`config.mk`:
```
export PLATFORM = sky130hd
export DESIGN_NAME = i2c_sensor_measure_sequencer_flat
export DESIGN_NICKNAME = d
export VERILOG_FILES = /design/src/hdl/i2cseq_pkg.sv /design/src/hdl/i2cseq_in_if.sv /design/src/hdl/i2cseq_out_if.sv /design/src/hdl/i2cseq_cfg_if.sv /design/src/hdl/i2c_sensor_measure_sequencer.sv /design/src/hdl/i2cseq_cfg.sv /design/src/hdl/i2cseq_bus_fsm.sv /design/src/hdl/i2cseq_temp_conv.sv /design/src/flat_wrapper.sv
export SDC_FILE = /design/constraint.sdc
export NUM_CORES = 1
export LEC_CHECK = 0
export BUFFER_PORTS_ARGS = -buffer_cell sky130_fd_sc_hd__buf_2
export CAP_MARGIN = 20
export CORE_MARGIN = 3
export CORE_UTILIZATION = 55
export DETAILED_ROUTE_END_ITERATION = 8
export PLACE_DENSITY = 0.73
export SLEW_MARGIN = 20
export SYNTH_ARGS = -nofsm -noshare
export SYNTH_HDL_FRONTEND = slang
export SYNTH_HIERARCHICAL = 1
export SYNTH_SLANG_ARGS = --single-unit
```
`constraint.sdc`:
```
create_clock -name clk -period 6.91 [get_ports clk]
set_input_delay 1.382 -clock clk [delete_from_list [all_inputs] [get_ports clk]]
set_output_delay 1.382 -clock clk [all_outputs]
set_load 0.01 [all_outputs]
```
`src/hdl/i2cseq_pkg.sv`:
```
// ----------------------------------------------------------------------------
// i2cseq_pkg
// Shared types and constants of the I2C sensor measurement sequencer: bus
// timing, register indexes, status codes, sequencer phases and the result
// bundle passed between the sequencer and the temperature converter.
// ----------------------------------------------------------------------------
package i2cseq_pkg;

	// Bus timing in ticks
	localparam int BIT_PHASE_TICKS  = 2;
	localparam int START_HOLD_TICKS = 5;
	localparam int READ_BYTES       = 6;

	localparam int TICK_W = 20;

	// Tick thresholds used by the sequencer
	localparam logic [TICK_W-1:0] T_B        = TICK_W'(BIT_PHASE_TICKS);
	localparam logic [TICK_W-1:0] T_B_M1     = TICK_W'(BIT_PHASE_TICKS - 1);
	localparam logic [TICK_W-1:0] T_2B       = TICK_W'(2 * BIT_PHASE_TICKS);
	localparam logic [TICK_W-1:0] T_2B_M1    = TICK_W'(2 * BIT_PHASE_TICKS - 1);
	localparam logic [TICK_W-1:0] T_3B_M1    = TICK_W'(3 * BIT_PHASE_TICKS - 1);
	localparam logic [TICK_W-1:0] T_H        = TICK_W'(START_HOLD_TICKS);
	localparam logic [TICK_W-1:0] T_2H_M1    = TICK_W'(2 * START_HOLD_TICKS - 1);
	localparam logic [TICK_W-1:0] T_BH       = TICK_W'(BIT_PHASE_TICKS + START_HOLD_TICKS);
	localparam logic [TICK_W-1:0] T_2BH_M1   =
		TICK_W'(2 * BIT_PHASE_TICKS + START_HOLD_TICKS - 1);

	localparam logic [2:0] BIT_LAST  = 3'd7;
	localparam logic [2:0] BYTE_LAST = 3'(READ_BYTES - 1);

	// Configuration register file
	localparam int CFG_IDX_W  = 4;
	localparam int CFG_DATA_W = 20;

	typedef enum logic [CFG_IDX_W-1:0] {
		REG_DEVICE_ADDRESS  = 4'd0,
		REG_MEASURE_COMMAND = 4'd1,
		REG_WAIT_TICKS      = 4'd2,
		REG_FAHRENHEIT_MODE = 4'd3
	} reg_idx_t;

	localparam logic [6:0]        RST_DEVICE_ADDRESS  = 7'd68;
	localparam logic [7:0]        RST_MEASURE_COMMAND = 8'd253;
	localparam logic [TICK_W-1:0] RST_WAIT_TICKS      = 20'd18000;

	typedef struct packed {
		logic [6:0]        device_address;
		logic [7:0]        measure_command;
		logic [TICK_W-1:0] wait_ticks;
		logic              fahrenheit_mode;
	} cfg_t;

	// Sequence status codes
	typedef enum logic [1:0] {
		STATUS_OK         = 2'd0,
		STATUS_ADDRW_NACK = 2'd1,
		STATUS_CMD_NACK   = 2'd2,
		STATUS_ADDRR_NACK = 2'd3
	} status_t;

	// Sequencer phases, one-hot
	typedef enum logic [13:0] {
		PH_IDLE    = 14'b00000000000001,
		PH_START1  = 14'b00000000000010,
		PH_ADDRW   = 14'b00000000000100,
		PH_ACK1    = 14'b00000000001000,
		PH_CMD     = 14'b00000000010000,
		PH_ACK2    = 14'b00000000100000,
		PH_STOPMID = 14'b00000001000000,
		PH_WAIT    = 14'b00000010000000,
		PH_START2  = 14'b00000100000000,
		PH_ADDRR   = 14'b00001000000000,
		PH_ACK3    = 14'b00010000000000,
		PH_READ    = 14'b00100000000000,
		PH_RACK    = 14'b01000000000000,
		PH_STOPEND = 14'b10000000000000
	} phase_t;

	// Temperature scaling: floor(raw * K / 65535) - offset
	localparam logic [14:0] TEMP_K_C   = 15'd17500;
	localparam logic [14:0] TEMP_K_F   = 15'd31500;
	localparam logic [15:0] TEMP_OFF_C = 16'd4500;
	localparam logic [15:0] TEMP_OFF_F = 16'd4900;

	// One tick's result, before temperature conversion
	typedef struct packed {
		logic        scl_level;
		logic        sda_drive;
		logic        sda_level;
		logic        busy_res;
		logic        done_res;
		status_t     status;
		logic [15:0] temperature_raw;
		logic [15:0] humidity_raw;
		logic        fahrenheit;
	} res_t;

endpackage

```
`src/hdl/i2cseq_in_if.sv`:
```
// ----------------------------------------------------------------------------
// i2cseq_in_if
// Tick channel into the sequencer: start request and sampled SDA level.
// ----------------------------------------------------------------------------
interface i2cseq_in_if;
	logic valid;
	logic ready;
	logic start_request;
	logic sda_sample;

	modport source (output valid, output start_request, output sda_sample, input ready);
	modport sink (input valid, input start_request, input sda_sample, output ready);
endinterface

```
`src/hdl/i2cseq_out_if.sv`:
```
// ----------------------------------------------------------------------------
// i2cseq_out_if
// Per-tick result channel: bus levels, sequence status and sensor readings.
// ----------------------------------------------------------------------------
interface i2cseq_out_if;
	logic               valid;
	logic               ready;
	logic               scl_level;
	logic               sda_drive;
	logic               sda_level;
	logic               busy_res;
	logic               done_res;
	logic [1:0]         status;
	logic [15:0]        temperature_raw;
	logic [15:0]        humidity_raw;
	logic signed [15:0] temperature_hundredths;

	modport source (
		output valid, output scl_level, output sda_drive, output sda_level,
		output busy_res, output done_res, output status, output temperature_raw,
		output humidity_raw, output temperature_hundredths, input ready
	);
	modport sink (
		input valid, input scl_level, input sda_drive, input sda_level,
		input busy_res, input done_res, input status, input temperature_raw,
		input humidity_raw, input temperature_hundredths, output ready
	);
endinterface

```
`src/hdl/i2cseq_cfg_if.sv`:
```
// ----------------------------------------------------------------------------
// i2cseq_cfg_if
// Configuration write channel: register index and write data.
// ----------------------------------------------------------------------------
interface i2cseq_cfg_if;
	logic                                valid;
	logic                                ready;
	logic [i2cseq_pkg::CFG_IDX_W-1:0]  index;
	logic [i2cseq_pkg::CFG_DATA_W-1:0] data;

	modport source (output valid, output index, output data, input ready);
	modport sink (input valid, input index, input data, output ready);
endinterface

```
`src/hdl/i2c_sensor_measure_sequencer.sv`:
```
// ----------------------------------------------------------------------------
// i2c_sensor_measure_sequencer
// I2C master that runs a measure-and-read sequence on a temperature and
// humidity sensor, one bus tick per input transaction.
// ----------------------------------------------------------------------------
// Each input transaction is one bus tick and yields exactly one result
// transaction carrying that tick's SCL/SDA levels, busy/done flags, status
// and the latest readings. The block takes one tick per clock cycle while
// the result side keeps ready high; each result passes three registers
// (sequencer stage register, multiplier stage, output register) on its way
// to the output, and a stage stalls when it is full and the stage after it
// cannot take its result. Temperature in hundredths
// is computed from the raw reading with one constant multiply and a
// shift-and-correct divide by 65535. Configuration writes are taken every
// cycle and should only be issued while no sequence is running.
// ----------------------------------------------------------------------------
module i2c_sensor_measure_sequencer (
	input  logic          clk,
	input  logic          arst_n,
	i2cseq_in_if.sink     in_ch,
	i2cseq_out_if.source  out_ch,
	i2cseq_cfg_if.sink    cfg_ch
);

	i2cseq_pkg::cfg_t cfg;
	logic             valid_s1;
	i2cseq_pkg::res_t res_s1;
	logic             ready_s2;

	i2cseq_cfg u_cfg (
		.clk    (clk),
		.arst_n (arst_n),
		.cfg_ch (cfg_ch),
		.cfg    (cfg)
	);

	i2cseq_bus_fsm u_bus_fsm (
		.clk      (clk),
		.arst_n   (arst_n),
		.in_ch    (in_ch),
		.cfg      (cfg),
		.valid_s1 (valid_s1),
		.res_s1   (res_s1),
		.ready_s2 (ready_s2)
	);

	i2cseq_temp_conv u_temp_conv (
		.clk      (clk),
		.arst_n   (arst_n),
		.valid_s1 (valid_s1),
		.res_s1   (res_s1),
		.ready_s2 (ready_s2),
		.out_ch   (out_ch)
	);

`ifndef SYNTHESIS
	// Done only ends a running sequence
	assert property (@(posedge clk) disable iff (!arst_n)
		out_ch.valid && out_ch.done_res |-> out_ch.busy_res)
		else $error("done without busy");

	// Idle bus: SCL high, SDA released
	assert property (@(posedge clk) disable iff (!arst_n)
		out_ch.valid && !out_ch.busy_res |-> out_ch.scl_level && !out_ch.sda_drive)
		else $error("bus driven while idle");

	// Released SDA reports level zero
	assert property (@(posedge clk) disable iff (!arst_n)
		out_ch.valid && !out_ch.sda_drive |-> !out_ch.sda_level)
		else $error("sda level set while released");

	// Converted temperature stays within the scale range
	assert property (@(posedge clk) disable iff (!arst_n)
		out_ch.valid |-> out_ch.temperature_hundredths >= -16'sd4900 &&
			out_ch.temperature_hundredths <= 16'sd26600)
		else $error("temperature out of range");
`endif

endmodule

```
`src/hdl/i2cseq_cfg.sv`:
```
// ----------------------------------------------------------------------------
// i2cseq_cfg
// Configuration register file. Takes one write per cycle; writes to an
// index outside the register list are accepted and dropped.
// ----------------------------------------------------------------------------
module i2cseq_cfg (
	input  logic                clk,
	input  logic                arst_n,
	i2cseq_cfg_if.sink          cfg_ch,
	output i2cseq_pkg::cfg_t    cfg
);

	i2cseq_pkg::cfg_t cfg_q;

	assign cfg_ch.ready = 1'b1;
	assign cfg = cfg_q;

	// Update the addressed register on each write transaction
	always_ff @(posedge clk or negedge arst_n) begin
		if (!arst_n) begin
			cfg_q.device_address  <= i2cseq_pkg::RST_DEVICE_ADDRESS;
			cfg_q.measure_command <= i2cseq_pkg::RST_MEASURE_COMMAND;
			cfg_q.wait_ticks      <= i2cseq_pkg::RST_WAIT_TICKS;
			cfg_q.fahrenheit_mode <= 1'b0;
		end else if (cfg_ch.valid) begin
			case (cfg_ch.index)
				i2cseq_pkg::REG_DEVICE_ADDRESS: begin
					cfg_q.device_address <= cfg_ch.data[6:0];
				end
				i2cseq_pkg::REG_MEASURE_COMMAND: begin
					cfg_q.measure_command <= cfg_ch.data[7:0];
				end
				i2cseq_pkg::REG_WAIT_TICKS: begin
					cfg_q.wait_ticks <= cfg_ch.data[i2cseq_pkg::TICK_W-1:0];
				end
				i2cseq_pkg::REG_FAHRENHEIT_MODE: begin
					cfg_q.fahrenheit_mode <= cfg_ch.data[0];
				end
				default: begin
				end
			endcase
		end
	end

endmodule

```
`src/hdl/i2cseq_bus_fsm.sv`:
```
// ----------------------------------------------------------------------------
// i2cseq_bus_fsm
// Bit-level I2C master sequencer. Each accepted tick advances the phase,
// tick, bit and byte counters and produces that tick's bus levels, status
// and raw readings into a stage register.
// ----------------------------------------------------------------------------
module i2cseq_bus_fsm (
	input  logic               clk,
	input  logic               arst_n,
	i2cseq_in_if.sink          in_ch,
	input  i2cseq_pkg::cfg_t   cfg,
	output logic               valid_s1,
	output i2cseq_pkg::res_t   res_s1,
	input  logic               ready_s2
);

	localparam int TW = i2cseq_pkg::TICK_W;

	i2cseq_pkg::phase_t  phase_q;
	logic [TW-1:0]       tick_q;
	logic [2:0]          bit_q;
	logic [2:0]          byte_q;
	logic [7:0]          shift_q;
	logic                ack_q;
	i2cseq_pkg::status_t status_q;
	logic [15:0]         traw_q;
	logic [15:0]         hraw_q;

	i2cseq_pkg::phase_t  ph;
	i2cseq_pkg::phase_t  ph_n;
	i2cseq_pkg::phase_t  go_ph;
	logic [TW-1:0]       t;
	logic [TW:0]         t_inc;
	logic [2:0]          bc;
	logic [2:0]          byc;
	logic [7:0]          sh;
	logic                ack;
	i2cseq_pkg::status_t st;
	logic [15:0]         traw;
	logic [15:0]         hraw;
	logic                scl;
	logic                drv;
	logic                lvl;
	logic                busy;
	logic                done;
	logic                last;
	logic                go;
	logic                step;
	logic                ready_s1;

	assign ready_s1    = !valid_s1 || ready_s2;
	assign in_ch.ready = ready_s1;
	assign step        = in_ch.valid && ready_s1;

	// Compute one tick: outputs and next sequencer state
	always_comb begin
		ph    = phase_q;
		t     = tick_q;
		bc    = bit_q;
		byc   = byte_q;
		sh    = shift_q;
		ack   = ack_q;
		st    = status_q;
		traw  = traw_q;
		hraw  = hraw_q;
		scl   = 1'b1;
		drv   = 1'b0;
		lvl   = 1'b0;
		done  = 1'b0;
		last  = 1'b0;
		go    = 1'b0;
		go_ph = i2cseq_pkg::PH_IDLE;

		// A start request while idle is the first tick of the start condition
		if (ph == i2cseq_pkg::PH_IDLE && in_ch.start_request) begin
			st  = i2cseq_pkg::STATUS_OK;
			byc = '0;
			ph  = i2cseq_pkg::PH_START1;
			t   = '0;
			bc  = '0;
			ack = 1'b0;
		end
		busy  = (ph != i2cseq_pkg::PH_IDLE);
		ph_n  = ph;
		t_inc = {1'b0, t} + (TW+1)'(1);

		// Drive bus levels for this tick
		unique case (ph)
			i2cseq_pkg::PH_START1, i2cseq_pkg::PH_START2: begin
				drv  = 1'b1;
				lvl  = (t < i2cseq_pkg::T_H);
				last = (t >= i2cseq_pkg::T_2H_M1);
			end
			i2cseq_pkg::PH_ADDRW, i2cseq_pkg::PH_CMD, i2cseq_pkg::PH_ADDRR: begin
				drv  = 1'b1;
				lvl  = sh[7];
				scl  = (t >= i2cseq_pkg::T_B) && (t < i2cseq_pkg::T_2B);
				last = (t >= i2cseq_pkg::T_3B_M1);
			end
			i2cseq_pkg::PH_ACK1, i2cseq_pkg::PH_ACK2, i2cseq_pkg::PH_ACK3: begin
				scl = (t < i2cseq_pkg::T_2B);
				if (t < i2cseq_pkg::T_2B && !in_ch.sda_sample) begin
					ack = 1'b1;
				end
				last = (t >= i2cseq_pkg::T_2BH_M1);
			end
			i2cseq_pkg::PH_STOPMID, i2cseq_pkg::PH_STOPEND: begin
				drv  = 1'b1;
				lvl  = (t >= i2cseq_pkg::T_BH);
				scl  = (t >= i2cseq_pkg::T_B);
				last = (t >= i2cseq_pkg::T_2BH_M1);
			end
			i2cseq_pkg::PH_WAIT: begin
				last = (t_inc >= {1'b0, cfg.wait_ticks});
			end
			i2cseq_pkg::PH_READ: begin
				scl = (t < i2cseq_pkg::T_B);
				if (t == i2cseq_pkg::T_B_M1) begin
					sh = {sh[6:0], in_ch.sda_sample};
				end
				last = (t >= i2cseq_pkg::T_2B_M1);
			end
			i2cseq_pkg::PH_RACK: begin
				drv  = 1'b1;
				lvl  = (byc >= i2cseq_pkg::BYTE_LAST);
				scl  = (t < i2cseq_pkg::T_B);
				last = (t >= i2cseq_pkg::T_2B_M1);
			end
			default: begin
			end
		endcase

		// Advance the tick counter or move to the next phase
		if (ph != i2cseq_pkg::PH_IDLE) begin
			if (!last) begin
				t = t_inc[TW-1:0];
			end else begin
				unique case (ph)
					i2cseq_pkg::PH_START1: begin
						go    = 1'b1;
						go_ph = i2cseq_pkg::PH_ADDRW;
					end
					i2cseq_pkg::PH_START2: begin
						go    = 1'b1;
						go_ph = i2cseq_pkg::PH_ADDRR;
					end
					i2cseq_pkg::PH_ADDRW, i2cseq_pkg::PH_CMD, i2cseq_pkg::PH_ADDRR: begin
						sh = {sh[6:0], 1'b0};
						t  = '0;
						if (bc == i2cseq_pkg::BIT_LAST) begin
							go = 1'b1;
							if (ph == i2cseq_pkg::PH_ADDRW) begin
								go_ph = i2cseq_pkg::PH_ACK1;
							end else if (ph == i2cseq_pkg::PH_CMD) begin
								go_ph = i2cseq_pkg::PH_ACK2;
							end else begin
								go_ph = i2cseq_pkg::PH_ACK3;
							end
						end else begin
							bc = bc + 3'd1;
						end
					end
					i2cseq_pkg::PH_ACK1: begin
						go = 1'b1;
						if (ack) begin
							go_ph = i2cseq_pkg::PH_CMD;
						end else begin
							st    = i2cseq_pkg::STATUS_ADDRW_NACK;
							go_ph = i2cseq_pkg::PH_STOPEND;
						end
					end
					i2cseq_pkg::PH_ACK2: begin
						go = 1'b1;
						if (ack) begin
							go_ph = i2cseq_pkg::PH_STOPMID;
						end else begin
							st    = i2cseq_pkg::STATUS_CMD_NACK;
							go_ph = i2cseq_pkg::PH_STOPEND;
						end
					end
					i2cseq_pkg::PH_ACK3: begin
						go = 1'b1;
						if (ack) begin
							go_ph = i2cseq_pkg::PH_READ;
						end else begin
							st    = i2cseq_pkg::STATUS_ADDRR_NACK;
							go_ph = i2cseq_pkg::PH_STOPEND;
						end
					end
					i2cseq_pkg::PH_STOPMID: begin
						go    = 1'b1;
						go_ph = i2cseq_pkg::PH_WAIT;
					end
					i2cseq_pkg::PH_WAIT: begin
						go    = 1'b1;
						go_ph = i2cseq_pkg::PH_START2;
					end
					i2cseq_pkg::PH_READ: begin
						t = '0;
						if (bc == i2cseq_pkg::BIT_LAST) begin
							// Store the completed byte where the readings use it
							unique case (byc)
								3'd0: traw[15:8] = sh;
								3'd1: traw[7:0]  = sh;
								3'd3: hraw[15:8] = sh;
								3'd4: hraw[7:0]  = sh;
								default: begin
								end
							endcase
							go    = 1'b1;
							go_ph = i2cseq_pkg::PH_RACK;
						end else begin
							bc = bc + 3'd1;
						end
					end
					i2cseq_pkg::PH_RACK: begin
						go = 1'b1;
						if (byc >= i2cseq_pkg::BYTE_LAST) begin
							go_ph = i2cseq_pkg::PH_STOPEND;
						end else begin
							byc   = byc + 3'd1;
							go_ph = i2cseq_pkg::PH_READ;
						end
					end
					i2cseq_pkg::PH_STOPEND: begin
						done = 1'b1;
						ph_n = i2cseq_pkg::PH_IDLE;
						t    = '0;
						bc   = '0;
					end
					default: begin
						ph_n = i2cseq_pkg::PH_IDLE;
					end
				endcase
			end
		end

		// Enter the new phase: clear counters and load the shift register
		if (go) begin
			if (go_ph == i2cseq_pkg::PH_WAIT && cfg.wait_ticks == '0) begin
				ph_n = i2cseq_pkg::PH_START2;
			end else begin
				ph_n = go_ph;
			end
			t   = '0;
			bc  = '0;
			ack = 1'b0;
			unique case (ph_n)
				i2cseq_pkg::PH_ADDRW: sh = {cfg.device_address, 1'b0};
				i2cseq_pkg::PH_CMD:   sh = cfg.measure_command;
				i2cseq_pkg::PH_ADDRR: sh = {cfg.device_address, 1'b1};
				i2cseq_pkg::PH_READ:  sh = '0;
				default: begin
				end
			endcase
		end
	end

	// Hold sequencer state, advance it on each accepted tick
	always_ff @(posedge clk or negedge arst_n) begin
		if (!arst_n) begin
			phase_q  <= i2cseq_pkg::PH_IDLE;
			tick_q   <= '0;
			bit_q    <= '0;
			byte_q   <= '0;
			shift_q  <= '0;
			ack_q    <= 1'b0;
			status_q <= i2cseq_pkg::STATUS_OK;
			traw_q   <= '0;
			hraw_q   <= '0;
		end else if (step) begin
			phase_q  <= ph_n;
			tick_q   <= t;
			bit_q    <= bc;
			byte_q   <= byc;
			shift_q  <= sh;
			ack_q    <= ack;
			status_q <= st;
			traw_q   <= traw;
			hraw_q   <= hraw;
		end
	end

	// Stage register valid
	always_ff @(posedge clk or negedge arst_n) begin
		if (!arst_n) begin
			valid_s1 <= 1'b0;
		end else if (ready_s1) begin
			valid_s1 <= in_ch.valid;
		end
	end

	// Stage register payload
	always_ff @(posedge clk) begin
		if (step) begin
			res_s1.scl_level       <= scl;
			res_s1.sda_drive       <= drv;
			res_s1.sda_level       <= drv & lvl;
			res_s1.busy_res        <= busy;
			res_s1.done_res        <= done;
			res_s1.status          <= st;
			res_s1.temperature_raw <= traw;
			res_s1.humidity_raw    <= hraw;
			res_s1.fahrenheit      <= cfg.fahrenheit_mode;
		end
	end

endmodule

```
`src/hdl/i2cseq_temp_conv.sv`:
```
// ----------------------------------------------------------------------------
// i2cseq_temp_conv
// Temperature conversion in two stages: scale the raw reading by a
// constant, then divide by 65535 with a shift-and-correct and subtract the
// scale offset into the output register.
// ----------------------------------------------------------------------------
module i2cseq_temp_conv (
	input  logic               clk,
	input  logic               arst_n,
	input  logic               valid_s1,
	input  i2cseq_pkg::res_t   res_s1,
	output logic               ready_s2,
	i2cseq_out_if.source       out_ch
);

	logic               valid_s2;
	i2cseq_pkg::res_t   res_s2;
	logic [30:0]        prod_s2;
	logic [15:0]        off_s2;
	logic               valid_q;
	logic               ready_q;
	logic [31:0]        corr_sum;
	logic [15:0]        quot;
	logic               take_s1;
	logic               take_s2;

	assign ready_q  = !valid_q || out_ch.ready;
	assign ready_s2 = !valid_s2 || ready_q;
	assign take_s1  = valid_s1 && ready_s2;
	assign take_s2  = valid_s2 && ready_q;

	// x / 65535 for x below 2^31: (x + (x >> 16) + 1) >> 16
	assign corr_sum = 32'(prod_s2) + 32'(prod_s2[30:16]) + 32'd1;
	assign quot     = corr_sum[31:16];

	// Stage valids
	always_ff @(posedge clk or negedge arst_n) begin
		if (!arst_n) begin
			valid_s2 <= 1'b0;
			valid_q  <= 1'b0;
		end else begin
			if (ready_s2) begin
				valid_s2 <= valid_s1;
			end
			if (ready_q) begin
				valid_q <= valid_s2;
			end
		end
	end

	// Scale the raw temperature
	always_ff @(posedge clk) begin
		if (take_s1) begin
			res_s2  <= res_s1;
			prod_s2 <= 31'(res_s1.temperature_raw) *
				31'(res_s1.fahrenheit ? i2cseq_pkg::TEMP_K_F : i2cseq_pkg::TEMP_K_C);
			off_s2  <= res_s1.fahrenheit ? i2cseq_pkg::TEMP_OFF_F : i2cseq_pkg::TEMP_OFF_C;
		end
	end

	// Output register
	always_ff @(posedge clk) begin
		if (take_s2) begin
			out_ch.scl_level              <= res_s2.scl_level;
			out_ch.sda_drive              <= res_s2.sda_drive;
			out_ch.sda_level              <= res_s2.sda_level;
			out_ch.busy_res               <= res_s2.busy_res;
			out_ch.done_res               <= res_s2.done_res;
			out_ch.status                 <= res_s2.status;
			out_ch.temperature_raw        <= res_s2.temperature_raw;
			out_ch.humidity_raw           <= res_s2.humidity_raw;
			out_ch.temperature_hundredths <= $signed(quot - off_s2);
		end
	end

	assign out_ch.valid = valid_q;

endmodule
```
`src/flat_wrapper.sv`:
```
// flat-port wrapper written by rule: the top's interface ports become plain ports
module i2c_sensor_measure_sequencer_flat 
  (clk, arst_n, in_ch_valid, in_ch_start_request, in_ch_sda_sample, in_ch_ready, out_ch_valid, out_ch_scl_level, out_ch_sda_drive, out_ch_sda_level, out_ch_busy_res, out_ch_done_res, out_ch_status, out_ch_temperature_raw, out_ch_humidity_raw, out_ch_temperature_hundredths, out_ch_ready, cfg_ch_valid, cfg_ch_index, cfg_ch_data, cfg_ch_ready);
  i2cseq_in_if in_ch_i ();
  i2cseq_out_if out_ch_i ();
  i2cseq_cfg_if cfg_ch_i ();
  input  logic clk;
  input  logic arst_n;
  input wire logic [$bits(in_ch_i.valid)-1:0] in_ch_valid;
  input wire logic [$bits(in_ch_i.start_request)-1:0] in_ch_start_request;
  input wire logic [$bits(in_ch_i.sda_sample)-1:0] in_ch_sda_sample;
  output wire logic [$bits(in_ch_i.ready)-1:0] in_ch_ready;
  output wire logic [$bits(out_ch_i.valid)-1:0] out_ch_valid;
  output wire logic [$bits(out_ch_i.scl_level)-1:0] out_ch_scl_level;
  output wire logic [$bits(out_ch_i.sda_drive)-1:0] out_ch_sda_drive;
  output wire logic [$bits(out_ch_i.sda_level)-1:0] out_ch_sda_level;
  output wire logic [$bits(out_ch_i.busy_res)-1:0] out_ch_busy_res;
  output wire logic [$bits(out_ch_i.done_res)-1:0] out_ch_done_res;
  output wire logic [$bits(out_ch_i.status)-1:0] out_ch_status;
  output wire logic [$bits(out_ch_i.temperature_raw)-1:0] out_ch_temperature_raw;
  output wire logic [$bits(out_ch_i.humidity_raw)-1:0] out_ch_humidity_raw;
  output wire logic [$bits(out_ch_i.temperature_hundredths)-1:0] out_ch_temperature_hundredths;
  input wire logic [$bits(out_ch_i.ready)-1:0] out_ch_ready;
  input wire logic [$bits(cfg_ch_i.valid)-1:0] cfg_ch_valid;
  input wire logic [$bits(cfg_ch_i.index)-1:0] cfg_ch_index;
  input wire logic [$bits(cfg_ch_i.data)-1:0] cfg_ch_data;
  output wire logic [$bits(cfg_ch_i.ready)-1:0] cfg_ch_ready;
  assign in_ch_i.valid = in_ch_valid;
  assign in_ch_i.start_request = in_ch_start_request;
  assign in_ch_i.sda_sample = in_ch_sda_sample;
  assign in_ch_ready = in_ch_i.ready;
  assign out_ch_valid = out_ch_i.valid;
  assign out_ch_scl_level = out_ch_i.scl_level;
  assign out_ch_sda_drive = out_ch_i.sda_drive;
  assign out_ch_sda_level = out_ch_i.sda_level;
  assign out_ch_busy_res = out_ch_i.busy_res;
  assign out_ch_done_res = out_ch_i.done_res;
  assign out_ch_status = out_ch_i.status;
  assign out_ch_temperature_raw = out_ch_i.temperature_raw;
  assign out_ch_humidity_raw = out_ch_i.humidity_raw;
  assign out_ch_temperature_hundredths = out_ch_i.temperature_hundredths;
  assign out_ch_i.ready = out_ch_ready;
  assign cfg_ch_i.valid = cfg_ch_valid;
  assign cfg_ch_i.index = cfg_ch_index;
  assign cfg_ch_i.data = cfg_ch_data;
  assign cfg_ch_ready = cfg_ch_i.ready;
  i2c_sensor_measure_sequencer u_core (.clk(clk), .arst_n(arst_n), .in_ch(in_ch_i), .out_ch(out_ch_i), .cfg_ch(cfg_ch_i));
endmodule
```
# Word level (Yosys, flattened, before mapping)
# Cells that the tools add are included.
# classes
bitwise	1
n_eq_ne	28
n_reduce_logical	33
n_lt_le_gt_ge	11
mux	75
mul	1
addsub	6
# ops
operator	count
$mux W14	14
$pmux W14 S10	1
$mux W16	8
$mux W20	5
$mux W8	10
$ge A20 B2 Y1 const B	2
$ge A20 B3 Y1 const B	2
$ge A20 B4 Y1 const B	2
$lt A20 B3 Y1 const B	2
$mux W11	3
$add A31 B15 Y32	1
$add A32 B1 Y32 const B	1
$pmux W8 S4	1
$mul A16 B15 Y31	1
$mux W3	10
$eq A14 B10 Y1 const B	2
$eq A14 B12 Y1 const B	2
$eq A14 B3 Y1 const B	2
$eq A14 B5 Y1 const B	2
$eq A14 B8 Y1 const B	2
$add A20 B1 Y21 const B	1
$ge A21 B20 Y1	1
$eq A20 B1 Y1 const B	1
$logic_not A20 Y1	1
other kinds (41)	78
# word_totals
inputBits	31
reg_bits	303
output_inout_bits	58

# Logic depth before layout (Yosys ltp)
# Gate-level depths: netlist of run 1.
# logic_depth
depth_word	18
depth_mapped	28
depth_no_buf	24

# By module
# The synthesis of run 1 kept the hierarchy.
# by_module_without_submodules
module	area_each_um2	cells_each	instances
i2cseq_temp_conv	10236.1	871	1
i2cseq_bus_fsm	7479.7	815	1
i2cseq_cfg	1406.3	81	1

# Worst setup path after synthesis of run 1
# OpenSTA, ideal clock, no wires.
# synth_path
path_type	input to register
from	input port in_ch_start_request
to	register, netlist name u_core/u_bus_fsm/res_s1[21]
setup_slack_ns	0.560
t_required_ns	6.656
arrival_ns	6.096
n_path_buf	5
stages	26
path_cell_list	and3b_1 -> nand4_1 -> clkbuf_1 -> buf_1 -> nand2_1 -> inv_1 -> ha_1 -> clkbuf_1 -> and2_1 -> and4_1 -> and4_1 -> clkbuf_1 -> and3_1 -> xnor2_1 -> nor2_1 -> ha_1 -> o211ai_1 -> nor2_1 -> a221o_1 -> a211o_1 -> a31oi_1 -> o21ai_1 -> nand2b_1 -> clkbuf_1 -> nor2_1 -> a21o_1
# synth_via
elab_chain_len	10
elab_cells_between_ends	40
classes_between	add/sub (1); order compare (5); eq/ne (17); mux (12); reduce/logical (5)
# synth_lines
item	line	text
start: declaration	flat_wrapper.sv:10	input wire logic [$bits(in_ch_i.start_request)-1:0] in_ch_start_request;
$logic_and A1 B1 Y1 *	i2cseq_bus_fsm.sv:75	if (ph == i2cseq_pkg::PH_IDLE && in_ch.start_request) begin
branches (longest 8 deep; another with $add A20 B1 Y21)	-	
$mux W16 *	i2cseq_bus_fsm.sv:134	if (ph != i2cseq_pkg::PH_IDLE) begin
net u_core.u_bus_fsm.traw[4]	i2cseq_bus_fsm.sv:39	logic [15:0] traw;
# Mark *: on every way through the listed nets, which the timed path passes.
# A chain may end at the register's enable or synchronous reset.

# Final worst setup path of run 1
# layout_path
from	register, netlist name u_core/u_bus_fsm/res_s1[21]
to	register u_core.u_temp_conv.prod_s2[29] (data pin)
# layout_via
elab_chain_len	1
# layout_lines
item	line	text
$mul A16 B15 Y31	i2cseq_temp_conv.sv:55	prod_s2 <= 31'(res_s1.temperature_raw) *
end signal: assignment	i2cseq_temp_conv.sv:55	
end: declaration	i2cseq_temp_conv.sv:18	logic [30:0] prod_s2;
# Every way passes these cells.

==> results.md, run 1 <==
- Core ar.: around 34000 sq um
- Number of buffers created by CTS: 35
- Port bufs: 87
- Setup bufs post-CTS: 0
- Run status: finished clean
- Register bit count reported by yosys: 286
- Setup_tns: 0 ns
- H-tree levels: 2
- CTS sink cnt: roughly 290
- Pin count of the biggest net entering global routing: 76
- Max Cap Viol: 0
- CP max-delay cell: edfxtp_1
- Worst EP required: a little over 7 ns
- Main synth FF type: edfxtp_1
- Number of global-route vias before repair: between 10000 and 15000
- Area grow syn2layout: 11.0%
- Gr ovfl total: 0
- I/O pin cnt: 89
- Drt first pass iters: 5
- CTS tree: yes
- First-pass GRT wire length: 72.9 mm
- Yosys top cell area share: 0.258
- Clk_skew: 0.0150 ns
- Starting Density: 0.565
- Cts hold-fix bufs: 0
- Hold Crit Class: flop to flop
- Avg Cell Area, Syn: 10.8 sq um
- Worst-Skew Late Latency: 0.54 ns
- Synth Warn #: 6
- Final setup fails: 0
- Via density: just under 6
- DP Wirelength: 32.4 mm
- Synth cell types: 98
- Maximum clock frequency: 155 MHz
- Reg-to-reg critical path startpoint: u_core/u_bus_fsm/res_s1[21]$_DFFE_PP_
- Routed WL: 44.0 mm
- Synthesized area: 19100 sq um
- Critical Path Start: u_core/u_bus_fsm/res_s1[21]$_DFFE_PP_
- Hold Path Origin: u_core/u_temp_conv/res_s2[8]$_DFFE_PP_
- Chip width: 192 um
- Slowest Stage Delay on Critical Path: 0.58 ns
- Site row count: 67
- Worst Setup Path Type: flop to flop
- Die footprint: 37000 sq um
- Die Ht: 192 um
- RSZ-0062 raised after global routing: no
- Total power: a little under 9 mW
- Nets: 2157
- Slew @ Worst Pin: 1.12 ns
- Fillers: about 2800
- Avg WL per Cell: 18.9 um
- CTS clk-pin slew, worst paths: 0.06 ns
- Root buffer cell: clkbuf_16
- CP max FO: 11
- Nature of the critical path startpoint: flop
- CP endpoint kind: flop
- Cts repair resizes: 0
- Share of cells above drive strength 1: 0.142
- ANT nets after route: 0
- Final period util: 0.936
- Slew HR: 0.233
- Synth area leader: edfxtp_1
- Worst path most repeated cell: fa_1
- Post-synth ARST share: 0.427
- GRT Overall Usage: 0.249
- Seq/Total Area, Yosys: 0.418
- Post-synth EDFFs: 164
- CP cell instances: inv_1 -> nor2_1 -> or2_2 -> ha_1 -> inv_1 -> fa_1 -> inv_1 -> fa_1 -> fa_1 -> fa_1 -> ha_1 -> ha_1 -> a211o_1 -> a211oi_1 -> nor3b_1 -> o211ai_1 -> a31oi_1 -> a21oi_1 -> o21ai_0 -> xor2_1
- DR iter-0 viols: 989
- Vias: between 10000 and 15000
- Antenna cells: 0
- Slew Limit Fails: 0
- Min Tclk post-route: about 6.5 ns
- Initial antenna violation count: 0
- Post-route DRC: 0
- Placer congestion estimate: 0.929
- Power per cell area: 420 nW/um^2
- Synthesized instance count: around 1800
- Max rail drop VDD: ~0.39 mV
- Leak: a little under 10 nW
- Ranking of synthesized cells by area: edfxtp_1, dfrtp_1, ha_1, fa_1, inv_1
- Critical path data arrival time: 6.74 ns
- Fin. Hold Viols: 0
- Clock Path Buffers: 3
## worst paths after layout
kind / endpoint / slack, ns / cells after the start
max: u_core/u_temp_conv/prod_s2[29]$_DFFE_PP_ / 0.44 / 20
min: u_core/u_temp_conv/out_ch.humidity_raw[7]$_DFFE_PP_ / 0.41 / 0
max reg2reg: u_core/u_temp_conv/prod_s2[29]$_DFFE_PP_ / 0.44 / 20
min reg2reg: u_core/u_temp_conv/out_ch.humidity_raw[7]$_DFFE_PP_ / 0.41 / 0
max in group asynchronous: u_core/u_bus_fsm/hraw_q[1]$_DFFE_PN0P_ / 4.63 / 2
min in group asynchronous: u_core/u_bus_fsm/tick_q[19]$_DFFE_PN0P_ / 0.86 / 1
## synthesized netlist by cell type, types with 4 or more instances
cell type  number
buf_4           4
a31oi_1        17
nand3_1        27
a22o_1         15
and2_1         11
or3_1           5
xnor2_1        39
dfstp_2        15
o21a_1          8
a32oi_1         7
or2_2          11
mux2_2         38
o211ai_1        9
dfrtp_1       107
a21o_1         24
nand4_1        19
o21ai_1        53
fa_1          104
inv_1         205
and3_1         13
nand2_1       167
nand3b_1        5
ha_1          168
buf_2          18
a211o_1         5
mux2i_1         9
nor3_1         14
xor2_1         32
nor2b_1        11
nor4_1         13
a211oi_1        8
and4_1          7
buf_6           5
nor4b_1         8
o41ai_1         8
or4_1           5
nand2b_1       18
a21oi_1        56
clkbuf_1       40
and3b_1         4
edfxtp_1      164
o31ai_1        11
o21ai_0        88
nor2_1         96
## area by class of cell
type                    instances  area [sq um]  share of cell area
clock inverters                21           297              0.0140
multi-input cells            1220         10100               0.476
repair buffers                105           573              0.0270
inverters                     206           773              0.0364
clock buffers                  43           926              0.0436
well taps                     448           561              0.0264
flip-flops and latches        286          8000               0.377
## placed cells by master, fill, tap and decap left out, types with 24 or more instances in the layout
cell,n
a21o_1,24
a21oi_1,56
buf_2,86
clkbuf_16,35
dfrtp_1,107
edfxtp_1,164
fa_1,104
ha_1,168
inv_1,204
mux2_2,38
nand2_1,167
nand3_1,27
nor2_1,96
o21ai_0,88
o21ai_1,53
xnor2_1,39
xor2_1,32
## cell families after synthesis
| kind of cell | count (synthesis) | synth area share |
|---|---|---|
| flip-flops | 286 | 0.418 |
| AO/OA/AOI/OAI | 344 | 0.116 |
| buffers and inverters | 275 | 0.0579 |
| XOR/XNOR | 71 | 0.0325 |
| other | 3 | 0.000589 |
| AND/OR/NAND/NOR | 468 | 0.129 |
| multiplexers | 48 | 0.0279 |
| adder cells (fa/ha/maj) | 272 | 0.219 |
## metrics by stage
step                      area, sq um  instances   util  worst slack (ns)  hold WS [ns]
after floorplan                 19200       1781      -             0.560         0.400
after global placement          20000       2265  0.590             0.538         0.402
after detailed placement        20000       2265  0.590             0.487         0.405
after CTS                       21200       2329  0.626             0.502         0.406
after global routing            21200       2329  0.626            0.0533         0.420
final                           21200       2329  0.626             0.442         0.413
## per-layer routing
layer | vias up | global-route usage | wire length [um] | share of wire
met5 | - | 0 | 0 | 0
met2 | 499 | 0.398 | 20500 | 0.47
met3 | 83 | 0.0403 | 2900 | 0.066
li1 | 6363 | - | - | -
met4 | 0 | 0.0740 | 1080 | 0.025
met1 | 6616 | 0.352 | 19600 | 0.44
## state kept, by name (all words and copies together), names as in the netlist, 8 cells and up
signal,cells
u_core/u_temp_conv/res_s2,39
u_core/u_temp_conv/out_ch.humidity_raw,16
u_core/u_bus_fsm/tick_q,20
u_core/u_bus_fsm/hraw_q,16
u_core/u_bus_fsm/shift_q,8
u_core/u_bus_fsm/res_s1,40
u_core/u_bus_fsm/phase_q,14
u_core/u_temp_conv/out_ch.temperature_hundredths,16
u_core/u_bus_fsm/traw_q,16
u_core/u_temp_conv/out_ch.temperature_raw,16
u_core/u_temp_conv/prod_s2,28
u_core/u_cfg/cfg,36
## where the power goes
| part | leakage [nW] | internal [mW] | switching, mW | total, mW |
|---|---|---|---|---|
| sequential | 3.18 | 2.32 | 0.256 | 2.58 |
| combinational | 6.01 | 1.79 | 2.61 | 4.40 |
| clock | 0.598 | 1.17 | 0.758 | 1.93 |
## critical path, delay by kind of cell, from the launching register on
kind	cells	cell delay, ns
and+or+nand+nor	3	0.59
AOI/OAI and AO/OA	6	1.49
DFF	1	0.58
buffers and inverters	3	0.37
adders and majority gates	7	3.01
xor gates and xnor gates	1	0.16
(Power assumes the default switching activity.)
==> run 2: changes to the inputs <==
--- a/config.mk
+++ b/config.mk
@@ -11,2 +11,3 @@
 export CORE_UTILIZATION = 55
+export CTS_BUF_LIST = sky130_fd_sc_hd__clkbuf_2
 export DETAILED_ROUTE_END_ITERATION = 8
--- a/constraint.sdc
+++ b/constraint.sdc
@@ -3,2 +3,2 @@
 set_output_delay 1.382 -clock clk [all_outputs]
-set_load 0.01 [all_outputs]
+set_load 0.1 [all_outputs]
==> results.md, run 2 (synthesized netlist as in run 1, its figures left out) <==
- Most common cell after layout, fill and taps aside: inv_1
- Nets: 2197 (+1.9%)
- Via density: 5.72 (-1.7%)
- Fillers: 2881 (+4.0%)
- DP Wirelength: 32.4 mm (unchanged)
- Worst Setup Path Type: flop to flop
- Hold Crit Class: flop to flop
- Drt first pass iters: 6 (+1)
- Commonest non-fill, non-tap cells in the layout: inv_1, ha_1, nand2_1, edfxtp_1, clkbuf_2
- I/O pin cnt: 89 (unchanged)
- Placer congestion estimate: 0.929 (unchanged)
- Area grow syn2layout: 8.42%
- CTS clk-pin slew, worst paths: 0.10 ns (+0.04 ns)
- CTS sink cnt: 286 (unchanged)
- Port bufs: 87 (unchanged)
- Slew Limit Fails: 0 (unchanged)
- Gr ovfl total: 0 (unchanged)
- Clk_skew: 0.0772 ns (+0.0623 ns)
- Root buffer cell: clkbuf_2
- Nature of the critical path startpoint: flop
- Slew HR: 0.227 (-0.00591)
- Setup_tns: 0 ns (unchanged)
- RSZ-0062 raised after global routing: no
- Fin Hold WS: 0.422 ns (+0.00851 ns)
- H-tree levels: 3 (+1)
- Cts repair resizes: 0 (unchanged)
- Setup bufs post-CTS: 0 (unchanged)
- Max FFs per register: 40 (unchanged)
- Max Cap Viol: 0 (unchanged)
- Post-Layout Cell Count: 2404 (+3.2%)
- Starting Density: 0.565 (unchanged)
- Die footprint: 37000 sq um (unchanged)
- Avg WL per Cell: 18.4 um (-2.5%)
- Final period util: 0.939 (+0.00299)
- Post-route DRC: 0 (unchanged)
- Placed Cells: 2265 (unchanged)
- Leak: 9.75 nW (-0.43%)
- CP endpoint kind: flop
- Vias: 13800 (+1.5%)
- Share of cells above drive strength 1: 0.173 (+0.0304)
- Top reg by flops: u_core/u_bus_fsm/res_s1
- CP max FO: 11 (unchanged)
- Core ar.: 33900 sq um (unchanged)
- Fin. Hold Viols: 0 (unchanged)
- Number of global-route vias before repair: 14300 (+2.9%)
- Final setup fails: 0 (unchanged)
- CTS tree: yes
- Critical path data arrival time: 7.09 ns (+0.35 ns)
- Cts hold-fix bufs: 0 (unchanged)
- Run status: finished clean
- ANT nets after route: 0 (unchanged)
- First-pass GRT wire length: 73.5 mm (+0.96%)
- Maximum clock frequency: 154 MHz (-0.32%)
- Number of buffers created by CTS: 75 (+110%)
- Die Ht: 192 um (unchanged)
- Clock Path Buffers: 3 (unchanged)
- DR iter-0 viols: 862 (-13%)
- Chip width: 192 um (unchanged)
- Worst EP required: 7.51 ns (+0.33 ns)
- Worst-Skew Late Latency: 0.91 ns (+0.37 ns)
- GRT Overall Usage: 0.252 (+0.00297)
- Pin count of the biggest net entering global routing: 76 (unchanged)
- Routed WL: 44.3 mm (+0.63%)
- Final Core Density: 0.612 (-0.0143)
- Initial antenna violation count: 1 (+1)
- Site row count: 67 (unchanged)
- Power per cell area: 418 nW/um^2 (-0.51%)
- Slew @ Worst Pin: 1.13 ns (+0.00862 ns)
- Max rail drop VDD: 0.379 mV (-1.8%)
- Min Tclk post-route: 6.49 ns (+0.0206 ns)
run 2: critical path, stage by stage, from the launching register on:
cell      delay (ns)
edfxtp_1        0.60
inv_1           0.27
nor2_1          0.10
or2_2           0.32
ha_1            0.27
inv_1           0.04
fa_1            0.48
inv_1           0.06
fa_1            0.51
fa_1            0.54
fa_1            0.51
ha_1            0.32
ha_1            0.38
a211o_1         0.33
a211oi_1        0.34
nor3b_1         0.16
o211ai_1        0.29
a31oi_1         0.18
a21oi_1         0.23
o21ai_0         0.12
xor2_1          0.16
run 2: power by group:
part | total (mW) | switching (mW) | leakage [nW] | internal, mW
Combinational | 4.85 | 3.06 | 6.01 | 1.79
Sequential | 2.57 | 0.257 | 3.18 | 2.32
Clock | 1.24 | 0.713 | 0.556 | 0.524
run 2: layout make-up:
cell class	count	area, sq um	share of cell area
antenna	1	2.50	0.000121
clock buffer	116	581	0.0280
clock inverter	22	154	0.00742
inverter	206	773	0.0373
multi-input combinational	1220	10100	0.487
sequential	286	8000	0.386
tap	448	561	0.0270
timing repair buffer	105	573	0.0276
run 2: per-stage QoR:
step                area [sq um]  setup slack [ns]  power (mW)
finish                     20700             0.421        8.66
global route               20700           0.00855        9.46
CTS                        20700             0.470        8.71
detailed placement         20000             0.487        7.40
global placement           20000             0.538        7.27
floorplan                  19200             0.560        6.19
run 2: worst paths after layout:
kind / from / end / cells after the start / slack (ns)
max: u_core/u_bus_fsm/res_s1[21]$_DFFE_PP_ / u_core/u_temp_conv/prod_s2[29]$_DFFE_PP_ / 20 / 0.42
min: u_core/u_bus_fsm/res_s1[12]$_DFFE_PP_ / u_core/u_temp_conv/res_s2[12]$_DFFE_PP_ / 0 / 0.42
max reg2reg: u_core/u_bus_fsm/res_s1[21]$_DFFE_PP_ / u_core/u_temp_conv/prod_s2[29]$_DFFE_PP_ / 20 / 0.42
min reg2reg: u_core/u_bus_fsm/res_s1[12]$_DFFE_PP_ / u_core/u_temp_conv/res_s2[12]$_DFFE_PP_ / 0 / 0.42
max in group asynchronous: arst_n / u_core/u_bus_fsm/hraw_q[4]$_DFFE_PN0P_ / 2 / 4.96
min in group asynchronous: arst_n / u_core/u_bus_fsm/tick_q[13]$_DFFE_PN0P_ / 1 / 0.46
run 2: routing by layer:
layer,vias to the layer above,global-route usage,part of all wire
li1,6484,-,-
met2,496,0.401,0.46
met3,89,0.0460,0.069
met4,0,0.0857,0.024
met1,6690,0.350,0.44
met5,-,0,0
